`src/assert_macros.svh`:
```
// Assertion macros used by the bus token poll scheduler top file
`ifndef ASSERT_MACROS_SVH
`define ASSERT_MACROS_SVH

// Same-cycle implication, disabled during reset
`define ASSERT_IMPLIES(label, clk, rst, ante, cons) \
  label: assert property (@(posedge clk) disable iff (rst) (ante) |-> (cons)) \
    else $error("same-cycle implication failed");

// Next-cycle implication, disabled during reset
`define ASSERT_NEXT(label, clk, rst, ante, cons) \
  label: assert property (@(posedge clk) disable iff (rst) (ante) |=> (cons)) \
    else $error("next-cycle implication failed");

`endif

```
`src/btps_pkg.sv`:
```
// Types and constants of the bus token poll scheduler
`timescale 1ns / 1ps

package btps_pkg;

  localparam int ADDR_W     = 7;
  localparam int NODE_COUNT = 1 << ADDR_W;
  localparam int CNT_W      = 8;
  localparam int CFG_IDX_W  = 2;
  localparam int CFG_W      = 8;

  typedef logic [ADDR_W-1:0] node_t;
  typedef logic [CNT_W-1:0]  count_t;

  localparam node_t  OWN_ADDR_RESET  = 7'd1;
  localparam count_t MAX_FAILS_RESET = 8'd3;
  localparam count_t LOOPS_RESET     = 8'd10;

  typedef enum logic [1:0] {
    MODE_GRANT   = 2'd0,
    MODE_REPLY   = 2'd1,
    MODE_ANS_TMO = 2'd2,
    MODE_TOK_TMO = 2'd3
  } mode_t;

  typedef enum logic [CFG_IDX_W-1:0] {
    CFG_OWN_ADDR  = 2'd0,
    CFG_MAX_FAILS = 2'd1,
    CFG_LOOPS     = 2'd2
  } cfg_idx_t;

  // presence map read address source
  typedef enum logic [1:0] {
    RD_SP     = 2'd0,
    RD_SP_ADV = 2'd1,
    RD_PP_ADV = 2'd2
  } rd_sel_t;

  typedef struct packed {
    logic    init;
    logic    serve_adv;
    logic    probe_start;
    logic    probe_adv;
    logic    hit_serve;
    logic    hit_probe;
    logic    grant;
    logic    event_exec;
    rd_sel_t rd_sel;
  } dp_cmd_t;

  typedef struct packed {
    logic map_bit;
    logic sp_at_last;
    logic pp_at_start;
    logic probing;
  } dp_status_t;

endpackage

```
`src/btps_ram.sv`:
```
// Generic single-write, single-read RAM with registered read data
`timescale 1ns / 1ps

module btps_ram #(
  parameter int WIDTH = 1,
  parameter int DEPTH = 128
) (
  input  logic                     clk,
  input  logic                     we,
  input  logic [$clog2(DEPTH)-1:0] waddr,
  input  logic [WIDTH-1:0]         wdata,
  input  logic [$clog2(DEPTH)-1:0] raddr,
  output logic [WIDTH-1:0]         rdata
);

  logic [WIDTH-1:0] mem [DEPTH];

  always_ff @(posedge clk) begin
    if (we) begin
      mem[waddr] <= wdata;
    end
    rdata <= mem[raddr];
  end

endmodule

```
`src/btps_ctrl.sv`:
```
// Controller FSM: sequences the serve walk, probe walk and event handling
`timescale 1ns / 1ps

module btps_ctrl import btps_pkg::*; (
  input  logic       clk,
  input  logic       rst,
  input  logic       start,
  input  mode_t      mode,
  input  dp_status_t status,
  output dp_cmd_t    cmd,
  output logic       busy
);

  typedef enum logic [5:0] {
    ST_IDLE   = 6'b000001,
    ST_SWALK  = 6'b000010,
    ST_SONE   = 6'b000100,
    ST_PSTART = 6'b001000,
    ST_PWALK  = 6'b010000,
    ST_GRANT  = 6'b100000
  } state_t;

  localparam logic [1:0] RUN_LAST = 2'd2;

  state_t     state, state_next;
  logic [1:0] run, run_next;

  always_ff @(posedge clk) begin
    if (rst) begin
      state <= ST_IDLE;
      run   <= '0;
    end else begin
      state <= state_next;
      run   <= run_next;
    end
  end

  assign busy = (state != ST_IDLE);

  always_comb begin
    state_next = state;
    run_next   = run;
    cmd        = '0;
    case (state)
      ST_IDLE: begin
        if (start) begin
          if (mode == MODE_GRANT) begin
            cmd.init = 1'b1;
            run_next = '0;
            if (status.probing) begin
              // after a probe the current serve node is checked again
              cmd.rd_sel = RD_SP;
              state_next = ST_SONE;
            end else if (status.sp_at_last) begin
              // wrap ends the serve walk without a check
              cmd.serve_adv = 1'b1;
              state_next    = ST_PSTART;
            end else begin
              cmd.serve_adv = 1'b1;
              cmd.rd_sel    = RD_SP_ADV;
              state_next    = ST_SWALK;
            end
          end else begin
            cmd.event_exec = 1'b1;
          end
        end
      end
      ST_SWALK: begin
        if (status.map_bit) begin
          cmd.hit_serve = 1'b1;
          state_next    = ST_GRANT;
        end else if (status.sp_at_last) begin
          cmd.serve_adv = 1'b1;
          state_next    = ST_PSTART;
        end else begin
          cmd.serve_adv = 1'b1;
          cmd.rd_sel    = RD_SP_ADV;
        end
      end
      ST_SONE: begin
        if (status.map_bit) begin
          cmd.hit_serve = 1'b1;
          state_next    = ST_GRANT;
        end else begin
          state_next = ST_PSTART;
        end
      end
      ST_PSTART: begin
        cmd.probe_start = 1'b1;
        cmd.probe_adv   = 1'b1;
        cmd.rd_sel      = RD_PP_ADV;
        state_next      = ST_PWALK;
      end
      ST_PWALK: begin
        if (!status.map_bit) begin
          cmd.hit_probe = 1'b1;
          state_next    = ST_GRANT;
        end else if (status.pp_at_start) begin
          // full circle with every node present: retry the serve node until run reaches RUN_LAST, then grant
          if (run == RUN_LAST) begin
            state_next = ST_GRANT;
          end else begin
            run_next   = run + 2'd1;
            cmd.rd_sel = RD_SP;
            state_next = ST_SONE;
          end
        end else begin
          cmd.probe_adv = 1'b1;
          cmd.rd_sel    = RD_PP_ADV;
        end
      end
      ST_GRANT: begin
        cmd.grant  = 1'b1;
        state_next = ST_IDLE;
      end
      default: begin
        state_next = ST_IDLE;
      end
    endcase
  end

endmodule

```
`src/btps_dpath.sv`:
```
// Datapath: pointers, presence map, error tracking, sleep countdown, results
`timescale 1ns / 1ps

module btps_dpath import btps_pkg::*; #(
  parameter int FIRST_NODE = 1,
  parameter int LAST_NODE  = 127
) (
  input  logic                 clk,
  input  logic                 rst,
  input  dp_cmd_t              cmd,
  output dp_status_t           status,
  input  mode_t                mode,
  input  logic                 reply_has_payload,
  input  logic                 cfg_we,
  input  logic [CFG_IDX_W-1:0] cfg_index,
  input  logic [CFG_W-1:0]     cfg_data,
  output logic                 done,
  output node_t                token_node,
  output logic                 is_discovery,
  output logic                 expects_answer,
  output logic                 node_dropped,
  output logic                 sleep_request
);

  localparam node_t FIRST = ADDR_W'(FIRST_NODE);
  localparam node_t LAST  = ADDR_W'(LAST_NODE);

  function automatic node_t adv(input node_t p);
    node_t r;
    if (p >= LAST) begin
      r = FIRST;
    end else begin
      r = p + ADDR_W'(1);
    end
    return r;
  endfunction

  node_t  own_q;
  count_t max_fails_q, loops_q;

  node_t  sp_q, pp_q, pstart_q, node_q, granted_q, err_node_q;
  count_t err_cnt_q, sc_q;
  logic   pf_q, round_q;

  logic [NODE_COUNT-1:0] valid_q;
  logic                  rd_valid_q;
  logic                  rd_data;
  node_t                 rd_addr;
  logic                  wr_en, wr_data;
  node_t                 wr_addr;

  count_t cnt_inc;
  logic   ce_claim, ce_match, ce_drop, ce_apply;

  assign cnt_inc  = err_cnt_q + CNT_W'(1);
  assign ce_claim = (err_node_q == '0);
  assign ce_match = !ce_claim && (granted_q == err_node_q);
  assign ce_drop  = ce_match && (cnt_inc >= max_fails_q);
  assign ce_apply = (mode == MODE_TOK_TMO) || ((mode == MODE_ANS_TMO) && !pf_q);

  always_comb begin
    case (cmd.rd_sel)
      RD_SP:     rd_addr = sp_q;
      RD_SP_ADV: rd_addr = adv(sp_q);
      RD_PP_ADV: rd_addr = adv(pp_q);
      default:   rd_addr = sp_q;
    endcase
  end

  always_comb begin
    wr_en   = 1'b0;
    wr_addr = granted_q;
    wr_data = 1'b0;
    if (cmd.grant && (node_q == own_q)) begin
      wr_en   = 1'b1;
      wr_addr = own_q;
      wr_data = 1'b1;
    end
    if (cmd.event_exec) begin
      case (mode)
        MODE_REPLY: begin
          if (pf_q) begin
            wr_en   = 1'b1;
            wr_data = 1'b1;
          end
        end
        MODE_ANS_TMO, MODE_TOK_TMO: begin
          if (ce_apply && ce_drop) begin
            wr_en   = 1'b1;
            wr_data = 1'b0;
          end
        end
        default: begin
        end
      endcase
    end
  end

  btps_ram #(
    .WIDTH (1),
    .DEPTH (NODE_COUNT)
  ) u_map (
    .clk   (clk),
    .we    (wr_en),
    .waddr (wr_addr),
    .wdata (wr_data),
    .raddr (rd_addr),
    .rdata (rd_data)
  );

  // entries never written since reset read as absent
  always_ff @(posedge clk) begin
    if (rst) begin
      valid_q    <= '0;
      rd_valid_q <= 1'b0;
    end else begin
      if (wr_en) begin
        valid_q[wr_addr] <= 1'b1;
      end
      rd_valid_q <= valid_q[rd_addr];
    end
  end

  assign status.map_bit     = rd_valid_q & rd_data;
  assign status.sp_at_last  = (sp_q >= LAST);
  assign status.pp_at_start = (pp_q == pstart_q);
  assign status.probing     = pf_q;

  always_ff @(posedge clk) begin
    if (rst) begin
      own_q       <= OWN_ADDR_RESET;
      max_fails_q <= MAX_FAILS_RESET;
      loops_q     <= LOOPS_RESET;
    end else if (cfg_we) begin
      case (cfg_index)
        CFG_OWN_ADDR:  own_q       <= cfg_data[ADDR_W-1:0];
        CFG_MAX_FAILS: max_fails_q <= cfg_data;
        CFG_LOOPS:     loops_q     <= cfg_data;
        default: begin
        end
      endcase
    end
  end

  always_ff @(posedge clk) begin
    if (rst) begin
      sp_q       <= FIRST;
      pp_q       <= FIRST;
      pstart_q   <= FIRST;
      pf_q       <= 1'b1;
      node_q     <= '0;
      granted_q  <= '0;
      err_node_q <= '0;
      err_cnt_q  <= '0;
      sc_q       <= LOOPS_RESET;
      round_q    <= 1'b0;
    end else begin
      if (cmd.init) begin
        node_q  <= sp_q;
        round_q <= 1'b0;
      end
      if (cmd.serve_adv) begin
        sp_q <= adv(sp_q);
      end
      if (cmd.probe_start) begin
        pstart_q <= pp_q;
      end
      if (cmd.probe_adv) begin
        pp_q <= adv(pp_q);
        if (pp_q >= LAST) begin
          round_q <= 1'b1;
        end
      end
      if (cmd.hit_serve) begin
        node_q <= sp_q;
        pf_q   <= 1'b0;
      end
      if (cmd.hit_probe) begin
        node_q <= pp_q;
        pf_q   <= 1'b1;
      end
      if (cmd.grant) begin
        granted_q <= node_q;
        if (round_q && (sc_q != '0)) begin
          sc_q <= sc_q - CNT_W'(1);
        end
      end
      if (cmd.event_exec) begin
        case (mode)
          MODE_REPLY: begin
            if (reply_has_payload) begin
              sc_q <= loops_q;
            end
            if (!pf_q && (granted_q == err_node_q)) begin
              err_node_q <= '0;
              err_cnt_q  <= '0;
            end
          end
          MODE_ANS_TMO, MODE_TOK_TMO: begin
            if (ce_apply) begin
              if (ce_claim) begin
                err_node_q <= granted_q;
              end else if (ce_drop) begin
                err_node_q <= '0;
                err_cnt_q  <= '0;
              end else if (ce_match) begin
                err_cnt_q <= cnt_inc;
              end
            end
            if ((mode == MODE_ANS_TMO) && (sc_q == '0)) begin
              sc_q <= loops_q;
            end
          end
          default: begin
          end
        endcase
      end
    end
  end

  always_ff @(posedge clk) begin
    if (rst) begin
      done <= 1'b0;
    end else begin
      done <= cmd.grant | cmd.event_exec;
    end
  end

  always_ff @(posedge clk) begin
    if (cmd.grant) begin
      token_node     <= node_q;
      is_discovery   <= pf_q;
      expects_answer <= (node_q != own_q);
      node_dropped   <= 1'b0;
      sleep_request  <= 1'b0;
    end else if (cmd.event_exec) begin
      token_node     <= granted_q;
      is_discovery   <= pf_q;
      expects_answer <= 1'b0;
      node_dropped   <= ce_apply && ce_drop;
      sleep_request  <= (mode == MODE_ANS_TMO) && (sc_q == '0);
    end
  end

endmodule

```
`src/bus_token_poll_scheduler.sv`:
```
// Reply, answer timeout and token timeout items: result registered in the cycle after accept, busy stays low.
// Grant items: busy stays high while the serve walk and the probe walk look up the presence map
// (registered read), with a probe walk start state before each probe walk.
// The result strobe (done) follows the end of busy by nothing: it is high in the cycle busy falls.
// Synchronous active-high reset clears the map and error counter, sets pointers to FIRST_NODE, loads register defaults.
// The receiver cannot stall: each result is valid for exactly one cycle.
`timescale 1ns / 1ps
`include "assert_macros.svh"

module bus_token_poll_scheduler import btps_pkg::*; #(
  parameter int FIRST_NODE = 1,
  parameter int LAST_NODE  = 127
) (
  input  logic                 clk,
  input  logic                 rst,
  input  logic                 start,
  output logic                 busy,
  input  logic [1:0]           mode,
  input  logic                 reply_has_payload,
  input  logic                 cfg_we,
  input  logic [CFG_IDX_W-1:0] cfg_index,
  input  logic [CFG_W-1:0]     cfg_data,
  output logic                 done,
  output logic [ADDR_W-1:0]    token_node,
  output logic                 is_discovery,
  output logic                 expects_answer,
  output logic                 node_dropped,
  output logic                 sleep_request
);

  dp_cmd_t    cmd;
  dp_status_t status;
  mode_t      mode_in;

  assign mode_in = mode_t'(mode);

  btps_ctrl u_ctrl (
    .clk    (clk),
    .rst    (rst),
    .start  (start),
    .mode   (mode_in),
    .status (status),
    .cmd    (cmd),
    .busy   (busy)
  );

  btps_dpath #(
    .FIRST_NODE (FIRST_NODE),
    .LAST_NODE  (LAST_NODE)
  ) u_dpath (
    .clk               (clk),
    .rst               (rst),
    .cmd               (cmd),
    .status            (status),
    .mode              (mode_in),
    .reply_has_payload (reply_has_payload),
    .cfg_we            (cfg_we),
    .cfg_index         (cfg_index),
    .cfg_data          (cfg_data),
    .done              (done),
    .token_node        (token_node),
    .is_discovery      (is_discovery),
    .expects_answer    (expects_answer),
    .node_dropped      (node_dropped),
    .sleep_request     (sleep_request)
  );

  `ASSERT_NEXT(a_accept_progress, clk, rst, start && !busy, done || busy)
  `ASSERT_IMPLIES(a_done_idle, clk, rst, done, !busy)
  `ASSERT_IMPLIES(a_grant_done, clk, rst, $fell(busy), done)
  `ASSERT_IMPLIES(a_expects_alone, clk, rst, done && expects_answer, !node_dropped && !sleep_request)

endmodule
```
`config.mk`:
```
export PLATFORM = sky130hd
export DESIGN_NAME = bus_token_poll_scheduler
export DESIGN_NICKNAME = d
export VERILOG_FILES = /design/src/btps_pkg.sv /design/src/btps_ram.sv /design/src/btps_ctrl.sv /design/src/btps_dpath.sv /design/src/bus_token_poll_scheduler.sv
export VERILOG_INCLUDE_DIRS = /design/src /design/src/src
export SDC_FILE = /design/constraint.sdc
export NUM_CORES = 1
export LEC_CHECK = 0
export BUFFER_PORTS_ARGS = -buffer_cell sky130_fd_sc_hd__buf_2
export CAP_MARGIN = 5
export CELL_PAD_IN_SITES_DETAIL_PLACEMENT = 1
export CELL_PAD_IN_SITES_GLOBAL_PLACEMENT = 1
export CORE_UTILIZATION = 35
export CTS_BUF_LIST = sky130_fd_sc_hd__clkbuf_4
export CTS_CLUSTER_SIZE = 14
export DETAILED_ROUTE_END_ITERATION = 10
export PLACE_DENSITY_LB_ADDON = 0.1
export SYNTH_ARGS = -nofsm -noshare
export SYNTH_HDL_FRONTEND = slang
export SYNTH_SLANG_ARGS = --single-unit
```
`constraint.sdc`:
```
create_clock -name clk -period 4.7 [get_ports clk]
set_input_delay 0.705 -clock clk [delete_from_list [all_inputs] [get_ports clk]]
set_output_delay 0.705 -clock clk [all_outputs]
set_load 0.02 [all_outputs]
```
==> flow_metrics.py <==
metrics = {
    "sta": {
        "fin_tns_setup_ns": 0,
        "hold_violations": 0,
        "fmax_mhz": 227,
        "finalSetupViolCount": 0,
        "fin_worst_skew_ns": 0.0645,
        "timing.slew.headroom": 0.215,
        "post-route-period-util": 0.935,
        "slew_violations": 0,
        "rsz0062_at_grt": "no",
        "period_minus_slack_ns": 4.40,
        "worst_pin_slew_ns": 1.18,
    },
    "placement": {
        "post-dp-hpwl_um": 34600,
        "gp_congestion": 0.797,
        "port_buffers": 29,
    },
    "clock_tree": {
        "numCtsBuffers": 106,
        "clockBufferDepth": 3,
        "cts.sinks": 361,
        "htree_num_levels": 3,
        "clk_latency_ns": 0.89,
        "cts_root_buffer": "clkbuf_4",
        "ctsHoldBuffers": 0,
        "cts_tree": "yes",
        "clk_pin_slew_ns": 0.06,
    },
    "floorplanning": {
        "die_area_um2": 51100,
        "die_h_um": 226,
        "initial_utilization": 0.356,
        "coreArea_um2": 49300,
        "ios": 30,
        "fp.dieW_um": 226,
        "fp-row-count": 81,
    },
    "synth": {
        "synth_edf_count": 137,
        "synth-xor-area-share": 0.0185,
        "synth.cell_area_um2": 17600,
        "synth_compound_area_frac": 0.164,
        "yosys.area_share.simple": 0.176,
        "postSynthAreaPerCell_um2": 9.57,
        "muxShareOfSynthArea": 0.0655,
        "synth_ff_type": "dfxtp_1",
        "async_reset_ff_frac": 0,
        "ys_warn_count": 0,
        "synthAdderAreaFrac": 0.0114,
        "ys_types": 85,
        "ys_seq_area_frac": 0.490,
        "synth_top_family_by_area": "simple AND/OR/NAND/NOR gates",
        "synth_nets": 1867,
        "syn_inst": 1834,
        "synth_seq_cells": 361,
    },
    "setup_path": {
        "path_class": "reg2reg",
        "critPathLaunchType": "flip-flop",
        "critPathMaxFanout": 61,
        "crit_path_end_kind": "flip-flop",
        "arrival_ns": 5.13,
        "regToRegSetupSlack_ns": 0.30,
        "crit_required_ns": 5.44,
    },
    "pwr": {
        "finalPower_mw": 6.63,
        "p_per_area_nw_per_um2": 332,
        "cellLeakagePower_nw": 6.73,
        "ir_drop_mv": 0.155,
    },
    "grt": {
        "overflow": 0,
        "grt_pass1_vias": 14900,
        "grt_start_max_net_pins": 120,
        "antenna_found_initial": 2,
        "grt_usage": 0.224,
        "grt_pass1_wl_um": 87900,
    },
    "final_layout": {
        "final_cell_mix": "224 x dfxtp_1, 196 x nand2_1, 163 x clkbuf_4",
        "layout.cells.most_common": "dfxtp_1",
        "drive_gt1_frac": 0.166,
        "syn_to_final_growth_pct": 13.9,
        "fill_cells": 5668,
        "finalNetCount": 1931,
    },
    "routing": {
        "viasPerCell": 5.41,
        "firstDrtPassIters": 4,
        "drc_errors": 0,
        "route.vias.total": 14400,
        "ant_nets": 0,
        "totalWireLength_um": 55900,
        "wire_per_inst_um": 21.0,
        "drt_first_iter_violations": 733,
    },
    "hold_path": {
        "hold_class": "in2reg",
    },
    "status": {
        "outcome": "finished, final reports clean",
    },
    "flow_run": {
        "maxCapViolCount": 0,
    },
}
==> cell type report <==
type	count	area [um2]	area share
diodes	6	15.0	0.000751
clock buffers	163	1220	0.0612
clock inverters	38	155	0.00776
inverters	152	571	0.0285
multi-input cells	1175	7750	0.387
flip-flops and latches	361	8600	0.430
well taps	664	831	0.0415
repair buffers	102	862	0.0431
==> Yosys cell counts (39+ instances only) <==
master	count	area, um2
a21oi_1	39	195
clkbuf_1	63	236
nand2_1	196	736
buf_2	59	295
o32ai_1	128	1120
o211ai_1	46	345
nand3_1	109	546
nor2_1	107	402
edfxtp_1	137	4110
dfxtp_1	224	4480
nor3_1	124	621
inv_1	150	563
mux2i_1	107	1070
==> where the power goes <==
group | total (mW) | switching [mW] | leakage [nW] | internal [mW]
clock network | 3.01 | 1.43 | 0.808 | 1.58
logic | 0.313 | 0.221 | 2.85 | 0.0927
registers | 3.31 | 0.0276 | 3.08 | 3.28
==> critical path, stage by stage, from the launching register on <==
cell and delay, ns:
dfxtp_1 0.37, nor2_1 0.16, nand3b_1 0.12, or3_1 0.40, a41oi_2 0.22, nand3_1 0.13, and2_2 0.31, ha_2 0.33
buf_4 0.18, a211o_1 0.27, a22oi_2 0.22, buf_12 0.30, buf_4 0.31, mux2i_1 0.10, mux2i_1 0.20, mux2i_1 0.12
a22oi_1 0.27, o211ai_1 0.14
==> path summary, 6_finish.rpt <==
path,from,endpoint,depth (start not counted)
worst max-delay path,u_ctrl.state[1]$_SDFFE_PP0P_,u_dpath.u_map.rdata$_DFF_P_,17
worst min-delay path,cfg_data[7],u_dpath.max_fails_q[7]$_SDFFE_PP0P_,3
worst max register to register,u_ctrl.state[1]$_SDFFE_PP0P_,u_dpath.u_map.rdata$_DFF_P_,17
worst min register to register,u_dpath.valid_q[82]$_SDFFE_PP0N_,u_dpath.valid_q[82]$_SDFFE_PP0N_,2
==> kinds of logic (layout without fill, tap and decap cells) <==
logic type               count (synthesis)  after routing
AND/OR/NAND/NOR                        648            648
flip-flops                             361            361
AO/OA/AOI/OAI                          360            360
buffers and inverters                  298            455
multiplexers                           114            114
XOR/XNOR                                37             37
adder cells (fa/ha/maj)                 16             16
other                                    0              6
==> routing by layer <==
layer	up-vias	wire length, um	share of wire	global-route usage
met2	225	26100	0.47	0.364
met1	7209	26900	0.48	0.299
met5	-	0	0	0
met3	86	1800	0.032	0.0412
li1	6887	-	-	-
met4	0	1150	0.021	0.0744
==> sequential cells by signal, summed over array words and instances (netlist names), 8 cells and up <==
| name | flops |
|---|---|
| u_dpath.err_cnt_q | 8 |
| u_dpath.loops_q | 8 |
| u_dpath.max_fails_q | 8 |
| u_dpath.sc_q | 8 |
| u_dpath.u_map.mem | 128 |
| u_dpath.valid_q | 128 |
==> metrics by stage <==
step | std cells | hold WS [ns] | utilization | worst slack [ns] | instance area, um2
6_report | 2661 | 0.130 | 0.406 | 0.303 | 20000
2_1_floorplan | 1834 | 0.433 | - | 0.796 | 17600
3_5_place_dp | 2448 | 0.448 | 0.376 | 0.0140 | 18500
5_1_grt | 2661 | 0.0438 | 0.406 | 0.0247 | 20000
3_3_place_gp | 2448 | 0.440 | 0.376 | 0.233 | 18500
4_1_cts | 2649 | 0.0554 | 0.404 | 0.0634 | 19900
==> repair_timing <==
action	4_1_cts	5_1_grt
buffers inserted	0	6
setup endpoints to repair	0	2
resized for setup	0	3
Power figures use the tool's default switching activity.
